`config.mk`:
```
export PLATFORM = sky130hd
export DESIGN_NAME = top_k_index_selector
export DESIGN_NICKNAME = d
export VERILOG_FILES = /design/src/tks_pkg.sv /design/src/tks_ctrl.sv /design/src/tks_datapath.sv /design/src/top_k_index_selector.sv
export SDC_FILE = /design/constraint.sdc
export NUM_CORES = 2
export LEC_CHECK = 0
export BUFFER_PORTS_ARGS = -buffer_cell sky130_fd_sc_hd__buf_2
export CAP_MARGIN = 20
export CELL_PAD_IN_SITES_DETAIL_PLACEMENT = 1
export CELL_PAD_IN_SITES_GLOBAL_PLACEMENT = 1
export CORE_MARGIN = 4
export CORE_UTILIZATION = 43
export CTS_BUF_LIST = sky130_fd_sc_hd__clkbuf_2
export DETAILED_ROUTE_END_ITERATION = 8
export GPL_ROUTABILITY_DRIVEN = 0
export MAX_ROUTING_LAYER = met4
export PLACE_DENSITY = 0.7
export SETUP_SLACK_MARGIN = 0.5
export SLEW_MARGIN = 20
export SYNTH_ARGS = -nofsm -noshare
export SYNTH_HDL_FRONTEND = slang
export SYNTH_SLANG_ARGS = --single-unit
```
`constraint.sdc`:
```
create_clock -name clk -period 8 [get_ports clk]
set_input_delay 0.8 -clock clk [delete_from_list [all_inputs] [get_ports clk]]
set_output_delay 0.8 -clock clk [all_outputs]
set_load 0.005 [all_outputs]
```
`src/tks_pkg.sv`:
```
// Shared types and defaults for the top-k index selector.
package tks_pkg;

    // Default build sizes
    localparam int unsigned MAX_K_DEFAULT         = 16;
    localparam int unsigned POSITION_BITS_DEFAULT = 16;
    localparam int unsigned VALUE_BITS_DEFAULT    = 32;

    // Width of the k register and its reset value
    localparam int unsigned TOP_COUNT_BITS  = 5;
    localparam logic [TOP_COUNT_BITS-1:0] TOP_COUNT_RESET = TOP_COUNT_BITS'(16);

    // Commands from the controller to the datapath
    typedef struct packed {
        logic insert;     // rank the accepted beat into the list
        logic shift_out;  // drop the head entry, move the list up
        logic finish;     // clear count, position and overflow for the next stream
    } tks_cmd_t;

    // Controller states
    typedef enum logic [1:0] {
        ST_COLLECT = 2'b01,
        ST_EMIT    = 2'b10
    } tks_state_t;

endpackage

```
`src/tks_ctrl.sv`:
```
// Controller: collects a stream, then plays out the ranked list one beat at a time.
module tks_ctrl #(
    parameter int unsigned MAX_K = tks_pkg::MAX_K_DEFAULT
) (
    input  logic                         clk,
    input  logic                         rst_n,
    input  logic                         in_valid,
    output logic                         in_ready,
    input  logic                         end_of_set,
    output logic                         out_valid,
    input  logic                         out_ready,
    output logic                         final_result,
    input  logic [$clog2(MAX_K+1)-1:0]   emit_count,
    output tks_pkg::tks_cmd_t            cmd
);

    localparam int unsigned CW = $clog2(MAX_K + 1);

    tks_pkg::tks_state_t state_reg, state_next;
    logic [CW-1:0]       remain_reg, remain_next;
    logic                in_fire, out_fire, last_beat;

    assign in_ready     = (state_reg == tks_pkg::ST_COLLECT);
    assign out_valid    = (state_reg == tks_pkg::ST_EMIT);
    assign in_fire      = in_valid && in_ready;
    assign out_fire     = out_valid && out_ready;
    assign last_beat    = (remain_reg == CW'(1));
    assign final_result = last_beat;

    // Decode commands and next state
    always_comb
    begin
        state_next    = state_reg;
        remain_next   = remain_reg;
        cmd.insert    = 1'b0;
        cmd.shift_out = 1'b0;
        cmd.finish    = 1'b0;
        case (state_reg)
            tks_pkg::ST_COLLECT:
            begin
                if (in_fire)
                begin
                    cmd.insert = 1'b1;
                    if (end_of_set)
                    begin
                        remain_next = emit_count;
                        state_next  = tks_pkg::ST_EMIT;
                    end
                end
            end
            tks_pkg::ST_EMIT:
            begin
                if (out_fire)
                begin
                    cmd.shift_out = 1'b1;
                    remain_next   = remain_reg - CW'(1);
                    if (last_beat)
                    begin
                        cmd.finish = 1'b1;
                        state_next = tks_pkg::ST_COLLECT;
                    end
                end
            end
            default:
            begin
                state_next = tks_pkg::ST_COLLECT;
            end
        endcase
    end

    // Hold state and beat counter
    always_ff @(posedge clk or negedge rst_n)
    begin
        if (!rst_n)
        begin
            state_reg  <= tks_pkg::ST_COLLECT;
            remain_reg <= '0;
        end
        else
        begin
            state_reg  <= state_next;
            remain_reg <= remain_next;
        end
    end

endmodule

```
`src/tks_datapath.sv`:
```
// Datapath: sorted register chain with parallel compare-and-shift insertion.
module tks_datapath #(
    parameter int unsigned MAX_K         = tks_pkg::MAX_K_DEFAULT,
    parameter int unsigned POSITION_BITS = tks_pkg::POSITION_BITS_DEFAULT,
    parameter int unsigned VALUE_BITS    = tks_pkg::VALUE_BITS_DEFAULT
) (
    input  logic                                 clk,
    input  logic                                 rst_n,
    input  logic                                 cfg_we,
    input  logic [tks_pkg::TOP_COUNT_BITS-1:0]   cfg_wdata,
    input  logic signed [VALUE_BITS-1:0]         sample_value,
    input  tks_pkg::tks_cmd_t                    cmd,
    output logic [$clog2(MAX_K+1)-1:0]           emit_count,
    output logic [POSITION_BITS-1:0]             position,
    output logic signed [VALUE_BITS-1:0]         ranked_value,
    output logic                                 position_overflow
);

    localparam int unsigned CW = $clog2(MAX_K + 1);

    logic signed [VALUE_BITS-1:0]         val_reg [MAX_K];
    logic [POSITION_BITS-1:0]             pos_reg [MAX_K];
    logic [MAX_K-1:0]                     take_new;
    logic [CW-1:0]                        count_reg, count_next, count_after;
    logic [POSITION_BITS:0]               next_pos_reg, next_pos_next;
    logic                                 ovf_reg, ovf_next;
    logic [tks_pkg::TOP_COUNT_BITS-1:0]   top_count_reg;
    logic [CW-1:0]                        k_eff;
    logic                                 pos_sat;
    logic [POSITION_BITS-1:0]             new_pos;

    // Saturate the stream position
    assign pos_sat = next_pos_reg[POSITION_BITS];
    assign new_pos = pos_sat ? {POSITION_BITS{1'b1}} : next_pos_reg[POSITION_BITS-1:0];

    // Flag each slot the new beat outranks; ties keep the earlier entry ahead
    always_comb
    begin
        for (int i = 0; i < MAX_K; i++)
        begin
            take_new[i] = (CW'(i) >= count_reg) || (sample_value > val_reg[i]);
        end
    end

    // Move entries down behind the insertion point, or up when a beat leaves
    for (genvar g = 0; g < MAX_K; g++)
    begin : g_slot
        always_ff @(posedge clk)
        begin
            if (cmd.shift_out)
            begin
                if (g < MAX_K - 1)
                begin
                    val_reg[g] <= val_reg[(g + 1) % MAX_K];
                    pos_reg[g] <= pos_reg[(g + 1) % MAX_K];
                end
            end
            else if (cmd.insert)
            begin
                if (g > 0 && take_new[(g + MAX_K - 1) % MAX_K])
                begin
                    val_reg[g] <= val_reg[(g + MAX_K - 1) % MAX_K];
                    pos_reg[g] <= pos_reg[(g + MAX_K - 1) % MAX_K];
                end
                else if (take_new[g])
                begin
                    val_reg[g] <= sample_value;
                    pos_reg[g] <= new_pos;
                end
            end
        end
    end

    // Clamp k into 1..MAX_K and work out how many beats the stream yields
    always_comb
    begin
        if (top_count_reg == '0)
            k_eff = CW'(1);
        else if (int'(top_count_reg) > MAX_K)
            k_eff = CW'(MAX_K);
        else
            k_eff = CW'(top_count_reg);
        count_after = (int'(count_reg) < MAX_K) ? count_reg + CW'(1) : count_reg;
        emit_count  = (count_after < k_eff) ? count_after : k_eff;
    end

    // Advance count, position and overflow
    always_comb
    begin
        count_next    = count_reg;
        next_pos_next = next_pos_reg;
        ovf_next      = ovf_reg;
        if (cmd.finish)
        begin
            count_next    = '0;
            next_pos_next = '0;
            ovf_next      = 1'b0;
        end
        else if (cmd.insert)
        begin
            count_next = count_after;
            if (pos_sat)
                ovf_next = 1'b1;
            else
                next_pos_next = next_pos_reg + (POSITION_BITS+1)'(1);
        end
    end

    always_ff @(posedge clk or negedge rst_n)
    begin
        if (!rst_n)
        begin
            count_reg     <= '0;
            next_pos_reg  <= '0;
            ovf_reg       <= 1'b0;
            top_count_reg <= tks_pkg::TOP_COUNT_RESET;
        end
        else
        begin
            count_reg    <= count_next;
            next_pos_reg <= next_pos_next;
            ovf_reg      <= ovf_next;
            if (cfg_we)
                top_count_reg <= cfg_wdata;
        end
    end

    // Head of the list drives the result beat
    assign position          = pos_reg[0];
    assign ranked_value      = val_reg[0];
    assign position_overflow = ovf_reg;

endmodule

```
`src/top_k_index_selector.sv`:
```
// Top level of the streaming top-k index selector.
//
// Input channel (in_valid/in_ready): one beat per stream item, sample_value
// plus end_of_set marking the last item. Items are numbered from zero; the
// position saturates at its top value and position_overflow is then raised.
// Each beat is ranked into a sorted register chain as it is accepted, so a stream
// is taken at one item per clock.
// Output channel (out_valid/out_ready): after the marked item, the best
// min(k, items seen) entries, k clamped into 1..MAX_K, leave in descending
// value order, earlier position first among equal values, one beat per
// cycle unless stalled; final_result marks the last. The first result is
// offered the cycle after the marked item. No input is taken while results
// play out; a stalled receiver simply holds the current beat, and the next
// stream starts the cycle after the last result is taken.
// Config: cfg_we writes k (cfg_wdata) at the clock edge; write only while idle.
// Reset clears the entry count, position and overflow flag and sets k to 16.
module top_k_index_selector #(
    parameter int unsigned MAX_K         = tks_pkg::MAX_K_DEFAULT,
    parameter int unsigned POSITION_BITS = tks_pkg::POSITION_BITS_DEFAULT,
    parameter int unsigned VALUE_BITS    = tks_pkg::VALUE_BITS_DEFAULT
) (
    input  logic                                 clk,
    input  logic                                 rst_n,
    input  logic                                 cfg_we,
    input  logic [tks_pkg::TOP_COUNT_BITS-1:0]   cfg_wdata,
    input  logic                                 in_valid,
    output logic                                 in_ready,
    input  logic signed [VALUE_BITS-1:0]         sample_value,
    input  logic                                 end_of_set,
    output logic                                 out_valid,
    input  logic                                 out_ready,
    output logic [POSITION_BITS-1:0]             position,
    output logic signed [VALUE_BITS-1:0]         ranked_value,
    output logic                                 final_result,
    output logic                                 position_overflow
);

    tks_pkg::tks_cmd_t             cmd;
    logic [$clog2(MAX_K+1)-1:0]    emit_count;

    // Sequence collection and playout
    tks_ctrl #(
        .MAX_K (MAX_K)
    ) u_ctrl (
        .clk          (clk),
        .rst_n        (rst_n),
        .in_valid     (in_valid),
        .in_ready     (in_ready),
        .end_of_set   (end_of_set),
        .out_valid    (out_valid),
        .out_ready    (out_ready),
        .final_result (final_result),
        .emit_count   (emit_count),
        .cmd          (cmd)
    );

    // Hold and rank the list
    tks_datapath #(
        .MAX_K         (MAX_K),
        .POSITION_BITS (POSITION_BITS),
        .VALUE_BITS    (VALUE_BITS)
    ) u_datapath (
        .clk               (clk),
        .rst_n             (rst_n),
        .cfg_we            (cfg_we),
        .cfg_wdata         (cfg_wdata),
        .sample_value      (sample_value),
        .cmd               (cmd),
        .emit_count        (emit_count),
        .position          (position),
        .ranked_value      (ranked_value),
        .position_overflow (position_overflow)
    );

endmodule
```
==> metrics <==
# fillers 13.9k; post-CTS sizing 0; GRT Overall Usage 30.1%; Boundary Pins 95; chip width 360 um; Worst-Margin Slew 1.23 ns; CP max-delay cell nor4_1; Synth Cell Area 53400 um^2; fin util 46.9%; TritonCTS clock tree done; TritonCTS sink count 803; initial core utilization 43.2%; nets 6021; Crit. End Element flop; Clock Skew 0.159 ns; Root Driver clkbuf_2; wire per inst 26.9 um; Residual DRC 0; vias in the first global route 46.8k; sequential-to-total area share from yosys stat 44.8%; VDD IR-drop max 0.220 mV; Max-Slew Margin vs Limit 17.3%; crit path DAT 7.08 ns; ys flop type edfxtp_1; first-pass GRT wire length 291000 um; FF+latch count, synth 803; Worst setup SP type primary input; maxcap violations 0; Post-DP HPWL 137000 um; R2R cell count 11; HP Class primary input to async pin; maximum clock rate 173 MHz; Synth cell types 82; pin count of the biggest net entering global routing 146; Mean Syn Cell Area 9.95 um^2; asr flop ratio synth 4.36%; max reg flops 512; slack of the critical path 2.23 ns; Vias/cell 6.15; post-synth top area share 43.2%; Buf/Inv on CP 5; CP max stage delay 0.90 ns; Setup-failing EPs final 0; Layout area overhead 8.54%; Leakage 24.9 nW; post-synth top area cell edfxtp_1; CP required 9.31 ns; post-synthesis cell count 5368; yosys warns 0; instance count on the critical path 14; total number of vias 44.7k; Starting DRT DRC Count 3920; Inst Count DP 6797; worst path cell trace dlygate4sd3_1 -> dlygate4sd3_1 -> buf_2 -> buf_4 -> ha_1 -> nand4_1 -> nor4_1 -> nand2_1 -> nor3_1 -> nor4_1 -> or3b_2 -> a21oi_4 -> nand2b_2 -> buf_4; Post-synth EDFFs 768; Routed WL 196000 um; initial antenna violation count 10; Hold Violations, Final 0; die footprint 130000 um^2; Inserted Clock Buffers 226; crit share post-route 72.2%; Tmin final 5.77 ns; Synth area leaders edfxtp_1 43%, ha_1 12%, a21oi_1 4.5%; final non-filler cell total 7260; first drt pass iteration count 8; Critical Path Fanout Max 27; Final Max Slew Viols 0; crit path kind primary input to flop; Clk Latency, worst-skew pair 1.78 ns; number of antenna-violating nets in the routed design 0; row cnt 129; chip height 360 um; PortBufs 94; CTS max path bufs 3; RSZ-0062 raised after global routing no; Clk pin slew, worst setup/hold paths 0.12 ns; Place WS 1.90 ns; depth of the CTS H-tree 4; setup_tns 0 ns; CP top delay family simple AND/OR/NAND/NOR gates; Post-Syn Nets 5934; Core Box Area 123000 um^2; grt ovf 0; status finished, final reports clean; PD cells 310 nW/um^2; share of cells above drive strength 1 14.4%
==> synth_stat cells, types with 10 or more instances <==
cell type,number
inv_1,541
clkbuf_1,215
mux2_2,126
nand3_1,64
a2bb2oi_1,108
nand2b_1,11
dfrtp_1,33
a21oi_1,480
nor4_1,42
and4_1,10
a222oi_1,11
nor2b_1,30
o221a_2,48
a22oi_1,66
buf_2,92
edfxtp_1,768
o21ai_0,269
buf_4,56
o22ai_1,141
nand2_1,582
and3_1,86
nor2_1,310
nand4_1,107
a21o_1,47
or2_2,21
a32oi_1,49
a221o_1,71
a211oi_1,13
a221oi_1,15
mux2i_1,202
o211ai_1,20
o31ai_1,13
nor3_1,27
buf_1,26
ha_1,523
==> what timing repair did <==
action | in CTS | in global routing
hold endpoints to repair | 562 | 0
endpoints found under the setup margin | 0 | 0
buffers inserted | 0 | 0
hold buffers | 65 | 0
==> metal layers <==
metal | share of wire [%] | vias to the layer above | global-route usage (%)
li1 | - | 20100 | -
met1 | 40 | 22400 | 35.4
met2 | 48 | 1627 | 49.7
met3 | 6.4 | 517 | 5.40
met4 | 5.4 | 0 | 15.3
met5 | 0 | - | -
==> path summary, 6_finish.rpt <==
path | start | to | slack [ns]
min | rst_n | u_datapath.position_overflow | 0.18
max | sample_value[31] | u_datapath.val_reg[0][75] | 2.23
max reg2reg | u_datapath.val_reg[0][95] | u_datapath.val_reg[0][75] | 2.42
min in group clk | sample_value[0] | u_datapath.val_reg[0][0] | 0.20
min reg2reg | u_datapath.pos_reg[0][96] | u_datapath.pos_reg[0][80] | 0.41
max in group asynchronous | rst_n | u_ctrl.state_reg[1] | 7.49
==> where the power goes <==
group	switching [mW]	leakage, nW	total (mW)	internal [mW]
Sequential	0.956	7.76	7.31	6.35
Clock	1.96	1.58	3.30	1.34
Combinational	4.76	15.6	7.38	2.62
==> cells by family (layout without fill, tap and decap cells) <==
logic type               after synthesis  after routing  synth area share [%]
AO/OA/AOI/OAI                       1426           1426                  17.5
XOR/XNOR                              11             11                 0.180
adder cells (fa/ha/maj)              523            523                  12.3
buffers and inverters                937           1184                  7.28
flip-flops                           803            803                  44.8
multiplexers                         332            332                  6.53
other                                  0              8                     0
AND/OR/NAND/NOR                     1336           1336                  11.4
==> final cells by class <==
cell class                      instances  area (um^2)  area share [%]
Multi-Input combinational cell       3628        25900            44.7
Clock buffer                          333         1670            2.88
Timing Repair Buffer                  254         1910            3.29
Tap cell                             1637         2050            3.53
Clock inverter                         55          419           0.723
Antenna cell                            8         20.0          0.0345
Sequential cell                       803        23900            41.3
Inverter                              542         2030            3.51
==> cells in the final DEF, fill, tap and decap left out, types with 10 or more instances in the layout <==
cell | synthesis | routed
and3_1 | 86 | 86
o221a_2 | 48 | 48
clkbuf_2 | 0 | 333
nand2_2 | 0 | 12
nand4_1 | 107 | 107
nor4_1 | 42 | 40
a21oi_1 | 480 | 479
a211oi_1 | 13 | 13
edfxtp_1 | 768 | 768
o21ai_0 | 269 | 268
o211ai_1 | 20 | 20
a22oi_1 | 66 | 66
a221o_1 | 71 | 71
inv_1 | 541 | 541
a222oi_1 | 11 | 11
nand3_1 | 64 | 61
dfrtp_1 | 33 | 33
o22ai_1 | 141 | 141
nor2b_1 | 30 | 24
ha_1 | 523 | 523
buf_4 | 56 | 91
nor2_1 | 310 | 306
buf_2 | 92 | 94
or2_2 | 21 | 21
mux2i_1 | 202 | 202
a32oi_1 | 49 | 49
a221oi_1 | 15 | 15
mux2_2 | 126 | 126
a21o_1 | 47 | 47
nand2_1 | 582 | 568
a2bb2oi_1 | 108 | 108
clkinv_1 | 1 | 35
o31ai_1 | 13 | 12
dlygate4sd3_1 | 0 | 64
nor3_1 | 27 | 25
and4_1 | 10 | 10
==> per-stage QoR <==
stage | hold WS (ns) | total power [mW] | instance area, um^2
2_1_floorplan | 0.480 | 11.9 | 53400
3_3_place_gp | 0.496 | 14.2 | 55100
3_5_place_dp | 0.516 | 14.6 | 55100
4_1_cts | 0.00237 | 17.9 | 57900
5_1_grt | 0.0797 | 19.0 | 57900
6_report | 0.180 | 18.0 | 57900
==> worst reg2reg max path: stages (launching register included) <==
cell,delay (ns)
edfxtp_1,0.41
inv_1,0.07
ha_1,0.38
nand4_1,0.27
nor4_1,0.90
nand2_1,0.27
nor3_1,0.39
nor4_1,0.12
or3b_2,0.73
a21oi_4,0.23
nand2b_2,0.84
buf_4,0.51
No activity file was read; power rests on OpenSTA's default activity.
